==> config.mk <==
export PLATFORM = sky130hd
export DESIGN_NAME = running_mean_outlier_detector_top
export DESIGN_NICKNAME = d
export VERILOG_FILES = /design/src/rtl/core/rmod_pkg.sv /design/src/rtl/core/rmod_div.sv /design/src/rtl/core/rmod_mul.sv /design/src/rtl/core/running_mean_outlier_detector_top.sv
export SDC_FILE = /design/constraint.sdc
export NUM_CORES = 2
export LEC_CHECK = 0
export BUFFER_PORTS_ARGS = -buffer_cell sky130_fd_sc_hd__clkbuf_2
export CAP_MARGIN = 20
export CORE_MARGIN = 5
export CORE_UTILIZATION = 55
export DETAILED_ROUTE_END_ITERATION = 7
export PLACE_DENSITY = 0.71
export SYNTH_ARGS = -nofsm -noshare
export SYNTH_HDL_FRONTEND = slang
export SYNTH_SLANG_ARGS = --single-unit
export TNS_END_PERCENT = 1
==> constraint.sdc <==
create_clock -name clk -period 7 [get_ports clk]
set_input_delay 0.7 -clock clk [delete_from_list [all_inputs] [get_ports clk]]
set_output_delay 0.7 -clock clk [all_outputs]
set_load 0.005 [all_outputs]
==> src/rtl/core/rmod_pkg.sv <==
`default_nettype none

package rmod_pkg;

    // Datapath widths
    localparam int VALUE_WIDTH = 32;
    localparam int COUNT_W     = 32;
    localparam int SIGMA_W     = 16;
    localparam int FRACT_W     = 8;
    localparam int MINS_W      = 8;
    localparam int CFG_W       = 16;
    localparam int SEV_W       = 7;

    // Binary point positions of sigma (Q8.8) and of the speed fraction (Q0.8)
    localparam int SIGMA_SCALE = 8;
    localparam int FRACT_SCALE = 8;

    localparam int MPL_W     = SIGMA_W + FRACT_W;
    localparam int PROD_W    = VALUE_WIDTH + MPL_W;
    localparam int MAX_STEPS = (VALUE_WIDTH > MPL_W) ? VALUE_WIDTH : MPL_W;
    localparam int STEP_W    = $clog2(MAX_STEPS + 1);

    // Configuration register indexes
    localparam int CFG_IDX_W = 2;
    localparam logic [CFG_IDX_W-1:0] REG_ENABLE = 2'd0;
    localparam logic [CFG_IDX_W-1:0] REG_SIGMA  = 2'd1;
    localparam logic [CFG_IDX_W-1:0] REG_FRACT  = 2'd2;
    localparam logic [CFG_IDX_W-1:0] REG_MINS   = 2'd3;

    localparam logic               ENABLE_RST = 1'b1;
    localparam logic [SIGMA_W-1:0] SIGMA_RST  = 16'd768;
    localparam logic [FRACT_W-1:0] FRACT_RST  = 8'd77;
    localparam logic [MINS_W-1:0]  MINS_RST   = 8'd10;

    // Field codes
    localparam logic REQ_OBSERVE = 1'b0;
    localparam logic REQ_CHECK   = 1'b1;
    localparam logic KIND_DELAY  = 1'b0;
    localparam logic KIND_SPEED  = 1'b1;
    localparam logic HINT_SLOW   = 1'b0;
    localparam logic HINT_FAST   = 1'b1;
    localparam logic [SEV_W-1:0] SEV_DELAY = 7'd75;
    localparam logic [SEV_W-1:0] SEV_SPEED = 7'd65;

    typedef struct packed {
        logic                   req_type;
        logic                   has_delay;
        logic [VALUE_WIDTH-1:0] delay_value;
        logic                   has_spread;
        logic [VALUE_WIDTH-1:0] spread_value;
        logic                   has_speed;
        logic [VALUE_WIDTH-1:0] speed_value;
    } req_t;

    typedef struct packed {
        logic             anomaly_kind;
        logic             hint;
        logic [SEV_W-1:0] severity_pct;
        logic             last;
    } rsp_t;

    // Control of one bit-serial lane
    typedef struct packed {
        logic load;
        logic step;
    } lane_ctl_t;

endpackage

`default_nettype wire

==> src/rtl/core/rmod_div.sv <==
`default_nettype none

// Restoring divider, one quotient bit per step
module rmod_div
    import rmod_pkg::*;
(
    input  wire logic                   clk,
    input  wire lane_ctl_t              ctl,
    input  wire logic [VALUE_WIDTH-1:0] dividend,
    input  wire logic [COUNT_W-1:0]     divisor,
    output logic      [VALUE_WIDTH-1:0] quotient
);

    logic [COUNT_W-1:0]     rem_reg;
    logic [COUNT_W-1:0]     rem_next;
    logic [VALUE_WIDTH-1:0] quo_reg;
    logic [VALUE_WIDTH-1:0] quo_next;
    logic [COUNT_W-1:0]     dvs_reg;
    logic [COUNT_W:0]       shifted;
    logic [COUNT_W+1:0]     trial;
    logic                   fits;

    always_comb
    begin
        shifted  = {rem_reg, quo_reg[VALUE_WIDTH-1]};
        trial    = {1'b0, shifted} - {2'b00, dvs_reg};
        fits     = ~trial[COUNT_W+1];
        rem_next = fits ? trial[COUNT_W-1:0] : shifted[COUNT_W-1:0];
        quo_next = {quo_reg[VALUE_WIDTH-2:0], fits};
    end

    always_ff @(posedge clk)
    begin
        if (ctl.load)
        begin
            rem_reg <= '0;
            quo_reg <= dividend;
            dvs_reg <= divisor;
        end
        else if (ctl.step)
        begin
            rem_reg <= rem_next;
            quo_reg <= quo_next;
        end
    end

    assign quotient = quo_reg;

endmodule

`default_nettype wire

==> src/rtl/core/rmod_mul.sv <==
`default_nettype none

// Shift-add multiplier, one multiplier bit per step
module rmod_mul
    import rmod_pkg::*;
(
    input  wire logic                   clk,
    input  wire lane_ctl_t              ctl,
    input  wire logic [VALUE_WIDTH-1:0] mcand,
    input  wire logic [MPL_W-1:0]       mplier,
    output logic      [PROD_W-1:0]      product
);

    logic [VALUE_WIDTH-1:0] hi_reg;
    logic [VALUE_WIDTH-1:0] hi_next;
    logic [MPL_W-1:0]       lo_reg;
    logic [MPL_W-1:0]       lo_next;
    logic [VALUE_WIDTH-1:0] mcand_reg;
    logic [VALUE_WIDTH:0]   sum;

    always_comb
    begin
        sum     = {1'b0, hi_reg} + (lo_reg[0] ? {1'b0, mcand_reg} : '0);
        hi_next = sum[VALUE_WIDTH:1];
        lo_next = {sum[0], lo_reg[MPL_W-1:1]};
    end

    always_ff @(posedge clk)
    begin
        if (ctl.load)
        begin
            hi_reg    <= '0;
            lo_reg    <= mplier;
            mcand_reg <= mcand;
        end
        else if (ctl.step)
        begin
            hi_reg <= hi_next;
            lo_reg <= lo_next;
        end
    end

    assign product = {hi_reg, lo_reg};

endmodule

`default_nettype wire

==> src/rtl/core/running_mean_outlier_detector_top.sv <==
// Observe transaction: three bit-serial dividers, one bit a cycle.
// Check transaction (only if enabled and count > mins): two shift-add multipliers, one bit a cycle,
//   results compared when the steps end; a check holds until the two-entry output buffer drains.
// One transaction at a time; req_ready is high whenever the sequencer is idle.
// Reset (rst_n low, async): count and means zero, registers at defaults, buffer empty.
`default_nettype none

module running_mean_outlier_detector_top
    import rmod_pkg::*;
(
    input  wire logic                 clk,
    input  wire logic                 rst_n,
    input  wire logic                 req_valid,
    output logic                      req_ready,
    input  wire req_t                 req_data,
    output logic                      rsp_valid,
    input  wire logic                 rsp_ready,
    output rsp_t                      rsp_data,
    input  wire logic                 cfg_wr_en,
    input  wire logic [CFG_IDX_W-1:0] cfg_index,
    input  wire logic [CFG_W-1:0]     cfg_wdata
);

    typedef enum logic [5:0] {
        S_IDLE   = 6'b000001,
        S_LOAD   = 6'b000010,
        S_DIV    = 6'b000100,
        S_UPDATE = 6'b001000,
        S_MUL    = 6'b010000,
        S_EMIT   = 6'b100000
    } state_t;

    function automatic logic [VALUE_WIDTH-1:0] abs_diff(
        input logic [VALUE_WIDTH-1:0] a,
        input logic [VALUE_WIDTH-1:0] b
    );
        abs_diff = (a > b) ? (a - b) : (b - a);
    endfunction

    state_t                 state_reg;
    state_t                 state_next;
    logic [STEP_W-1:0]      step_cnt_reg;
    req_t                   item_reg;

    logic                   enable_reg;
    logic [SIGMA_W-1:0]     sigma_reg;
    logic [FRACT_W-1:0]     fract_reg;
    logic [MINS_W-1:0]      mins_reg;

    logic [COUNT_W-1:0]     sample_count_reg;
    logic [COUNT_W-1:0]     sample_count_next;
    logic [VALUE_WIDTH-1:0] mean_delay_reg;
    logic [VALUE_WIDTH-1:0] mean_spread_reg;
    logic [VALUE_WIDTH-1:0] mean_speed_reg;

    logic [2:0]             neg_reg;
    logic [VALUE_WIDTH-1:0] dd_reg;
    logic [VALUE_WIDTH-1:0] ds_reg;
    logic                   hint_d_reg;
    logic                   hint_s_reg;

    rsp_t                   slot0_reg;
    rsp_t                   slot1_reg;
    logic                   v0_reg;
    logic                   v1_reg;

    lane_ctl_t              div_ctl;
    lane_ctl_t              mul_ctl;
    logic [VALUE_WIDTH-1:0] q_delay;
    logic [VALUE_WIDTH-1:0] q_spread;
    logic [VALUE_WIDTH-1:0] q_speed;
    logic [PROD_W-1:0]      prod_d;
    logic [PROD_W-1:0]      prod_s;
    logic [MPL_W-1:0]       speed_mul;

    logic                   is_obs;
    logic                   run_check;
    logic                   step_last;
    logic [PROD_W-1:0]      cmp_d;
    logic [PROD_W-1:0]      cmp_s;
    logic                   flag_d;
    logic                   flag_s;
    logic                   buf_empty;
    logic                   emit_load;
    logic                   pop;
    rsp_t                   res_d;
    rsp_t                   res_s;

    assign req_ready = (state_reg == S_IDLE);
    assign rsp_valid = v0_reg;
    assign rsp_data  = slot0_reg;
    assign pop       = v0_reg && rsp_ready;
    assign buf_empty = !v0_reg && !v1_reg;

    assign is_obs    = (item_reg.req_type == REQ_OBSERVE);
    assign run_check = enable_reg && (sample_count_reg > COUNT_W'(mins_reg));
    assign step_last = (step_cnt_reg == '0);

    assign sample_count_next = (sample_count_reg == '1) ? sample_count_reg
                                                        : sample_count_reg + 1'b1;

    assign speed_mul = {{FRACT_W{1'b0}}, sigma_reg} * {{SIGMA_W{1'b0}}, fract_reg};

    always_comb
    begin
        div_ctl.load = (state_reg == S_LOAD) && is_obs;
        div_ctl.step = (state_reg == S_DIV);
        mul_ctl.load = (state_reg == S_LOAD) && !is_obs && run_check;
        mul_ctl.step = (state_reg == S_MUL);
    end

    rmod_div u_div_delay (
        .clk      (clk),
        .ctl      (div_ctl),
        .dividend (abs_diff(item_reg.delay_value, mean_delay_reg)),
        .divisor  (sample_count_next),
        .quotient (q_delay)
    );

    rmod_div u_div_spread (
        .clk      (clk),
        .ctl      (div_ctl),
        .dividend (abs_diff(item_reg.spread_value, mean_spread_reg)),
        .divisor  (sample_count_next),
        .quotient (q_spread)
    );

    rmod_div u_div_speed (
        .clk      (clk),
        .ctl      (div_ctl),
        .dividend (abs_diff(item_reg.speed_value, mean_speed_reg)),
        .divisor  (sample_count_next),
        .quotient (q_speed)
    );

    rmod_mul u_mul_delay (
        .clk     (clk),
        .ctl     (mul_ctl),
        .mcand   (mean_spread_reg),
        .mplier  ({{FRACT_W{1'b0}}, sigma_reg}),
        .product (prod_d)
    );

    rmod_mul u_mul_speed (
        .clk     (clk),
        .ctl     (mul_ctl),
        .mcand   (mean_speed_reg),
        .mplier  (speed_mul),
        .product (prod_s)
    );

    // Exact limit compares against the serial products
    always_comb
    begin
        cmp_d  = {{(PROD_W-VALUE_WIDTH-SIGMA_SCALE){1'b0}}, dd_reg, {SIGMA_SCALE{1'b0}}};
        cmp_s  = {{(PROD_W-VALUE_WIDTH-SIGMA_SCALE-FRACT_SCALE){1'b0}}, ds_reg,
                  {(SIGMA_SCALE+FRACT_SCALE){1'b0}}};
        flag_d = item_reg.has_delay && (mean_spread_reg != '0) && (cmp_d > prod_d);
        flag_s = item_reg.has_speed && (mean_speed_reg != '0) && (fract_reg != '0)
                 && (cmp_s > prod_s);

        res_d.anomaly_kind = KIND_DELAY;
        res_d.hint         = hint_d_reg;
        res_d.severity_pct = SEV_DELAY;
        res_d.last         = !flag_s;

        res_s.anomaly_kind = KIND_SPEED;
        res_s.hint         = hint_s_reg;
        res_s.severity_pct = SEV_SPEED;
        res_s.last         = 1'b1;

        emit_load = (state_reg == S_EMIT) && buf_empty && (flag_d || flag_s);
    end

    always_comb
    begin
        state_next = state_reg;
        case (state_reg)
            S_IDLE:
            begin
                if (req_valid)
                    state_next = S_LOAD;
            end
            S_LOAD:
            begin
                if (is_obs)
                    state_next = S_DIV;
                else if (run_check)
                    state_next = S_MUL;
                else
                    state_next = S_IDLE;
            end
            S_DIV:
            begin
                if (step_last)
                    state_next = S_UPDATE;
            end
            S_UPDATE:
            begin
                state_next = S_IDLE;
            end
            S_MUL:
            begin
                if (step_last)
                    state_next = S_EMIT;
            end
            S_EMIT:
            begin
                // hold until the buffer drains when there is something to emit
                if (!(flag_d || flag_s) || buf_empty)
                    state_next = S_IDLE;
            end
            default:
            begin
                state_next = S_IDLE;
            end
        endcase
    end

    always_ff @(posedge clk or negedge rst_n)
    begin
        if (!rst_n)
        begin
            state_reg    <= S_IDLE;
            step_cnt_reg <= '0;
        end
        else
        begin
            state_reg <= state_next;
            if (state_reg == S_LOAD)
                step_cnt_reg <= is_obs ? STEP_W'(VALUE_WIDTH - 1) : STEP_W'(MPL_W - 1);
            else if ((state_reg == S_DIV) || (state_reg == S_MUL))
                step_cnt_reg <= step_cnt_reg - 1'b1;
        end
    end

    always_ff @(posedge clk)
    begin
        if (req_valid && req_ready)
            item_reg <= req_data;
        if (state_reg == S_LOAD)
        begin
            neg_reg[0] <= item_reg.delay_value  < mean_delay_reg;
            neg_reg[1] <= item_reg.spread_value < mean_spread_reg;
            neg_reg[2] <= item_reg.speed_value  < mean_speed_reg;
            dd_reg     <= abs_diff(item_reg.delay_value, mean_delay_reg);
            ds_reg     <= abs_diff(item_reg.speed_value, mean_speed_reg);
            hint_d_reg <= (item_reg.delay_value < mean_delay_reg) ? HINT_SLOW : HINT_FAST;
            hint_s_reg <= (item_reg.speed_value > mean_speed_reg) ? HINT_SLOW : HINT_FAST;
        end
        if (emit_load)
        begin
            slot0_reg <= flag_d ? res_d : res_s;
            slot1_reg <= res_s;
        end
        else if (pop)
        begin
            slot0_reg <= slot1_reg;
        end
    end

    always_ff @(posedge clk or negedge rst_n)
    begin
        if (!rst_n)
        begin
            v0_reg <= 1'b0;
            v1_reg <= 1'b0;
        end
        else if (emit_load)
        begin
            v0_reg <= 1'b1;
            v1_reg <= flag_d && flag_s;
        end
        else if (pop)
        begin
            v0_reg <= v1_reg;
            v1_reg <= 1'b0;
        end
    end

    // Baseline state
    always_ff @(posedge clk or negedge rst_n)
    begin
        if (!rst_n)
        begin
            sample_count_reg <= '0;
            mean_delay_reg   <= '0;
            mean_spread_reg  <= '0;
            mean_speed_reg   <= '0;
        end
        else
        begin
            if (div_ctl.load)
                sample_count_reg <= sample_count_next;
            if (state_reg == S_UPDATE)
            begin
                if (item_reg.has_delay)
                    mean_delay_reg <= neg_reg[0] ? mean_delay_reg - q_delay
                                                 : mean_delay_reg + q_delay;
                if (item_reg.has_spread)
                    mean_spread_reg <= neg_reg[1] ? mean_spread_reg - q_spread
                                                  : mean_spread_reg + q_spread;
                if (item_reg.has_speed)
                    mean_speed_reg <= neg_reg[2] ? mean_speed_reg - q_speed
                                                 : mean_speed_reg + q_speed;
            end
        end
    end

    always_ff @(posedge clk or negedge rst_n)
    begin
        if (!rst_n)
        begin
            enable_reg <= ENABLE_RST;
            sigma_reg  <= SIGMA_RST;
            fract_reg  <= FRACT_RST;
            mins_reg   <= MINS_RST;
        end
        else if (cfg_wr_en)
        begin
            case (cfg_index)
                REG_ENABLE: enable_reg <= cfg_wdata[0];
                REG_SIGMA:  sigma_reg  <= cfg_wdata[SIGMA_W-1:0];
                REG_FRACT:  fract_reg  <= cfg_wdata[FRACT_W-1:0];
                REG_MINS:   mins_reg   <= cfg_wdata[MINS_W-1:0];
                default:    enable_reg <= enable_reg;
            endcase
        end
    end

    a_buf_order: assert property (@(posedge clk) disable iff (!rst_n)
        v1_reg |-> v0_reg)
        else $error("second output slot valid with empty head");

    a_last_pair: assert property (@(posedge clk) disable iff (!rst_n)
        (rsp_valid && !rsp_data.last) |-> v1_reg)
        else $error("non-final anomaly without a queued follower");

    a_emit_exit: assert property (@(posedge clk) disable iff (!rst_n)
        ((state_reg == S_EMIT) && buf_empty) |=> (state_reg == S_IDLE))
        else $error("emit stalled with an empty output buffer");

    a_count_mono: assert property (@(posedge clk) disable iff (!rst_n)
        1'b1 |=> (sample_count_reg >= $past(sample_count_reg)))
        else $error("sample count decreased");

endmodule

`default_nettype wire
; ---- Word level (Yosys, flattened, before mapping)
; Index checks and enable logic that the tools add are counted.
[classes]
n_reduce_logical = 39
magnitude_cmp = 9
bitwise_logic = 4
eq_ne = 14
mul = 1
n_addsub = 19
n_mux = 41
[ops]
columns = op, count
row1 = $mux W32, 18
row2 = $sub A32 B32 Y32, 9
row3 = $sub A33 B32 Y34, 3
row4 = $add A32 B32 Y32, 3
row5 = $gt A32 B32 Y1, 3
row6 = $lt A32 B32 Y1, 3
row7 = $reduce_bool A32 Y1, 2
row8 = $gt A40 B56 Y1, 1
row9 = $gt A48 B56 Y1, 1
row10 = $mux W24, 2
row11 = $mux W6, 6
row12 = $add A32 B32 Y33, 1
row13 = $add A32 B33 Y33, 1
row14 = $add A32 B1 Y32 const B, 1
row15 = $eq A32 B32 Y1 const B, 1
row16 = $gt A32 B8 Y1, 1
row17 = $mux W16, 2
row18 = $mux W10, 3
row19 = $pmux W6 S5, 1
row20 = $mul A16 B8 Y24, 1
row21 = $logic_and A1 B1 Y1, 15
row22 = $reduce_and A2 Y1, 7
row23 = $mux W5, 2
row24 = $reduce_bool A2 Y1, 4
row25 = other kinds (20), 36
[word_totals]
word_cells = 170
reg_bits = 755

; ---- Longest topological paths before layout
[depth]
depth_word = 9
ltp_mapped = 22

; ---- By module
; Synthesis repeated with hierarchy kept, for this count alone.
[unflattened]
hier_cells = 6703
area_unflattened_um2 = 62015.7
[modules_own_cells]
columns = module, cells_each, instances, area_each_um2, seq_area_each_um2
row1 = running_mean_outlier_detector_top, 4062, 1, 35133.7, 9616.7
row2 = rmod_div (u_div_delay ...), 556, 2, 5591.6, 2562.5
row3 = rmod_mul, 495, 2, 5121.2, 2322.2
row4 = rmod_div (u_div_spread), 539, 1, 5456.5, 2562.5

; ---- Worst setup path before layout
; Ideal clock, no wire load.
[synth_path]
kind = flip-flop to flip-flop
startpoint = register fract_reg[6]
endpoint = register u_mul_speed.lo_reg[23] (data pin)
required_time_ns = 6.729
stages_incl_launch_ff = 21
slack_ns = 1.653
t_arrival_ns = 5.076
path_cell_list = dfstp_2 clkbuf_1 and2_1 fa_1 fa_1 fa_1 inv_1 fa_1 inv_1 ha_1 a21o_1 a21o_1 a21oi_1 nand2_1 or3_1 a31oi_1 nor2b_1 o21ai_0 a21oi_1 xnor2_1 a21oi_1
[synth_between]
elab_chain_cells = 2
[synth_rtl]
columns = item, line_no
row1 = start: declaration, running_mean_outlier_detector_top.sv:47  ; logic [FRACT_W-1:0] fract_reg;
row2 = start signal: assignment, running_mean_outlier_detector_top.sv:324  ; REG_FRACT: fract_reg <= cfg_wdata[FRACT_W-1:0];
row3 = $mul A16 B8 Y24, running_mean_outlier_detector_top.sv:102  ; assign speed_mul = {{FRACT_W{1'b0}}, sigma_reg} * {{SIGMA_W{1'b0}}, fract_reg};
row4 = $mux W24, rmod_mul.sv:30  ; if (ctl.load)
row5 = end signal: assignment, rmod_mul.sv:33  ; lo_reg <= mplier;
row6 = end signal: assignment, rmod_mul.sv:39  ; lo_reg <= lo_next;
row7 = end: declaration, rmod_mul.sv:16  ; logic [MPL_W-1:0] lo_reg;
; No other way between the ends.
; A chain may end at the register's enable or synchronous reset.

; ---- Final worst setup path
[layout_path]
startpoint = register fract_reg[4]
endpoint = register u_mul_speed.lo_reg[23] (data pin)
; Same word-level chain as after synthesis.

==> flow_summary.ini <==
[worst_setup_path]
critPathMaxStageDelay_ns = 0.62
cp_slowest_cell = dfrtp_1
cp-end-kind = register
critPathMaxFanout = 18
worst_ep_required_time_ns = 7.37
path_cells = and2_1 > fa_1 > fa_1 > fa_1 > inv_1 > fa_1 > inv_1 > ha_1 > a21o_1 > a21o_1 > a21oi_1 > nand2_1 > or3_1 > a31oi_1 > nor2b_1 > o21ai_0 > a21oi_1 > xnor2_1 > a21oi_1
crit_type = register to register
cp-start-kind = register
worst_ep_arrival_time_ns = 6.21
cpMostUsedCell = fa_1

[route]
wirelength_mm = 145
ant_nets = 0
vias_per_cell = 5.87
wl_per_cell_um = 18.1
detail_route.first_pass.iterations = 6
drtIter0Drc = 3217
routed-via-count = 47000
drc = 0

[pwr]
p_clk_frac = 0.208
powerDensity_nw_per_um2 = 377
leakagePower_nw = 27.2
finalPower_w = 0.0236
peakVddDrop_uv = 480
pwr-share-comb = 0.519
power.switching_w = 0.0101
p_seq_frac = 0.273
p_int_w = 0.0135
sw_frac_of_total = 0.429

[global_routing]
antenna_found_initial = 3
first_global_vias = 44600
track_usage = 0.250
grt_start_max_net_pins = 83
grt_pass1_wl_mm = 232
gr-total-overflow = 0

[timing]
final.setup_skew_ns = 0.0268
rsz0062_at_grt = no
relSlewSlack = 0.289
totalNegativeSetupSlack_ns = 0
period_share = 0.834
tightest_slew_ns = 1.07
finalSetupViolCount = 0
finalHoldViolations = 0
max_freq_mhz = 171
slew_viol_final = 0
final.min_clock_period_ns = 5.84

[place]
post-dp-hpwl_mm = 108
place.gp.congestion = 0.924
port_buffers = 129

[yosys]
synth-seq-area-share = 0.344
syn_inst = 6547
syn_avg_cell_area_um2 = 8.85
synth-edff-count = 406
ys_top_cells_by_area = edfxtp_1 (21%), ha_1 (12%), dfrtp_1 (7.1%)
ys.flop_type = edfxtp_1
synth-async-reset-ratio = 0.234
synth.distinct_cells = 116
synth_top_area_frac = 0.210
yosysTopAreaCell = edfxtp_1
synth_common_cells = nand2_1 (741), a21oi_1 (580), ha_1 (564)
yosysMostFrequentCell = nand2_1
synth_warnings = 0
ys_ff_latch = 749
syn_area_um2 = 57900

[floorplanning]
io_pins = 135
fp.dieArea_um2 = 112000
rows = 119
fp.dieH_um = 335
die_x_um = 335
start_util = 0.552
core_area_um2 = 105000

[clock_tree]
cts_buffers = 88
cts_buffer_depth = 3
cts_tree = yes
clock-sinks = 749
path_clk_slew_ns = 0.06
ctsHtreeMaxLevel = 3
cts_resized = 0
hold_buffers = 0
cts_root_buf = clkbuf_16
clkLatencyLatePin_ns = 0.67
post_cts_buffers = 0

[layout]
multiInputGateArea_um2 = 35000
largest_reg_flops = 100
area_delta_synth_final_pct = 8.04
seqCellArea_um2 = 19900
fillCellCount = 9189
diodes = 0
drive_gt1_frac = 0.0701
fin_nets = 7327

[outcome]
status = finished, final reports clean

[flow_run]
drv_cap = 0

[worst_hold_path]
hold_path_class = input pin to async pin
cells in the final DEF, fill, tap and decap left out, drive strengths merged, types with 61 or more instances in the layout:
| cell | count |
|---|---|
| o21a | 66 |
| nand2 | 741 |
| inv | 524 |
| dfrtp | 165 |
| nor4 | 61 |
| nor2 | 412 |
| fa | 98 |
| xor2 | 163 |
| nor2b | 61 |
| edfxtp | 406 |
| o21bai | 63 |
| ha | 564 |
| xnor2 | 303 |
| nand3 | 119 |
| and2 | 204 |
| o21ai | 501 |
| a21o | 204 |
| nand2b | 73 |
| a21oi | 585 |
| nand4 | 67 |
| dfxtp | 168 |
| mux2 | 67 |
| clkbuf | 243 |
| nor3 | 105 |
power groups by stage:
stage	Sequential, W	Combinational (W)	Clock [W]
floorplan	0.00615	0.00946	0
finish	0.00644	0.0122	0.00491
global placement	0.00650	0.0119	0
CTS	0.00644	0.0122	0.00502
detailed placement	0.00653	0.0121	0
global route	0.00653	0.0137	0.00519
layer usage:
metal  global-route usage  vias to the layer above  share of wire
met4               0.0591                        0          0.024
met2                0.414                     1156           0.46
met3               0.0379                      223          0.052
li1                     -                    23100              -
met5                    0                        -              0
met1                0.348                    22500           0.46
through the flow:
step                      instances  instance area [um^2]  hold slack [ns]   util  worst slack, ns
after floorplan                6550                 58000            0.404      -             1.65
after global placement         7842                 59500            0.438  0.567             1.33
after detailed placement       7842                 59500            0.453  0.567             1.22
after CTS                      8007                 62600           0.0353  0.596             1.18
after global routing           8008                 62600           0.0943  0.596            0.889
final                          8008                 62600           0.0624  0.596             1.16
critical path: cells and delay by family, from the launching register on:
kind / cells / cell delay [ns]
adders and majority gates: 5 / 2.43
AOI/OAI and AO/OA: 7 / 1.43
and+or+nand+nor: 4 / 0.78
DFF: 1 / 0.62
xor gates and xnor gates: 1 / 0.17
buffers and inverters: 2 / 0.09
path summary, 6_finish.rpt:
path                            depth (start not counted)                    start                       to  slack (ns)
worst max-delay path                                   19             fract_reg[4]   u_mul_speed.lo_reg[23]        1.16
worst min-delay path                                    1                    rst_n       mean_spread_reg[2]        0.06
worst max register to register                         19             fract_reg[4]   u_mul_speed.lo_reg[23]        1.16
worst min register to register                          2  u_div_delay.rem_reg[31]  u_div_delay.rem_reg[31]        0.46
max in group asynchronous                               2                    rst_n       mean_speed_reg[10]        5.67
min in group clk                                        1             req_data[66]             item_reg[66]        0.21
area by class of cell:
type / instances / area share
Tap cell: 1391 / 0.0278
Sequential cell: 749 / 0.319
Clock buffer: 114 / 0.0392
Timing Repair Buffer: 162 / 0.0146
Clock inverter: 51 / 0.00995
Multi-Input combinational cell: 5021 / 0.558
Inverter: 520 / 0.0313
cells by family (layout without fill, tap and decap cells):
logic type,count (synthesis),in the layout,synth area share
other,2,5,0.000130
xor gates and xnor gates,466,466,0.0704
buffers and inverters,780,847,0.0534
adders and majority gates,662,662,0.156
AOI/OAI and AO/OA,1783,1783,0.191
DFF,749,749,0.344
and+or+nand+nor,2002,2002,0.166
muxes,103,103,0.0197
(Power assumes the default switching activity.)
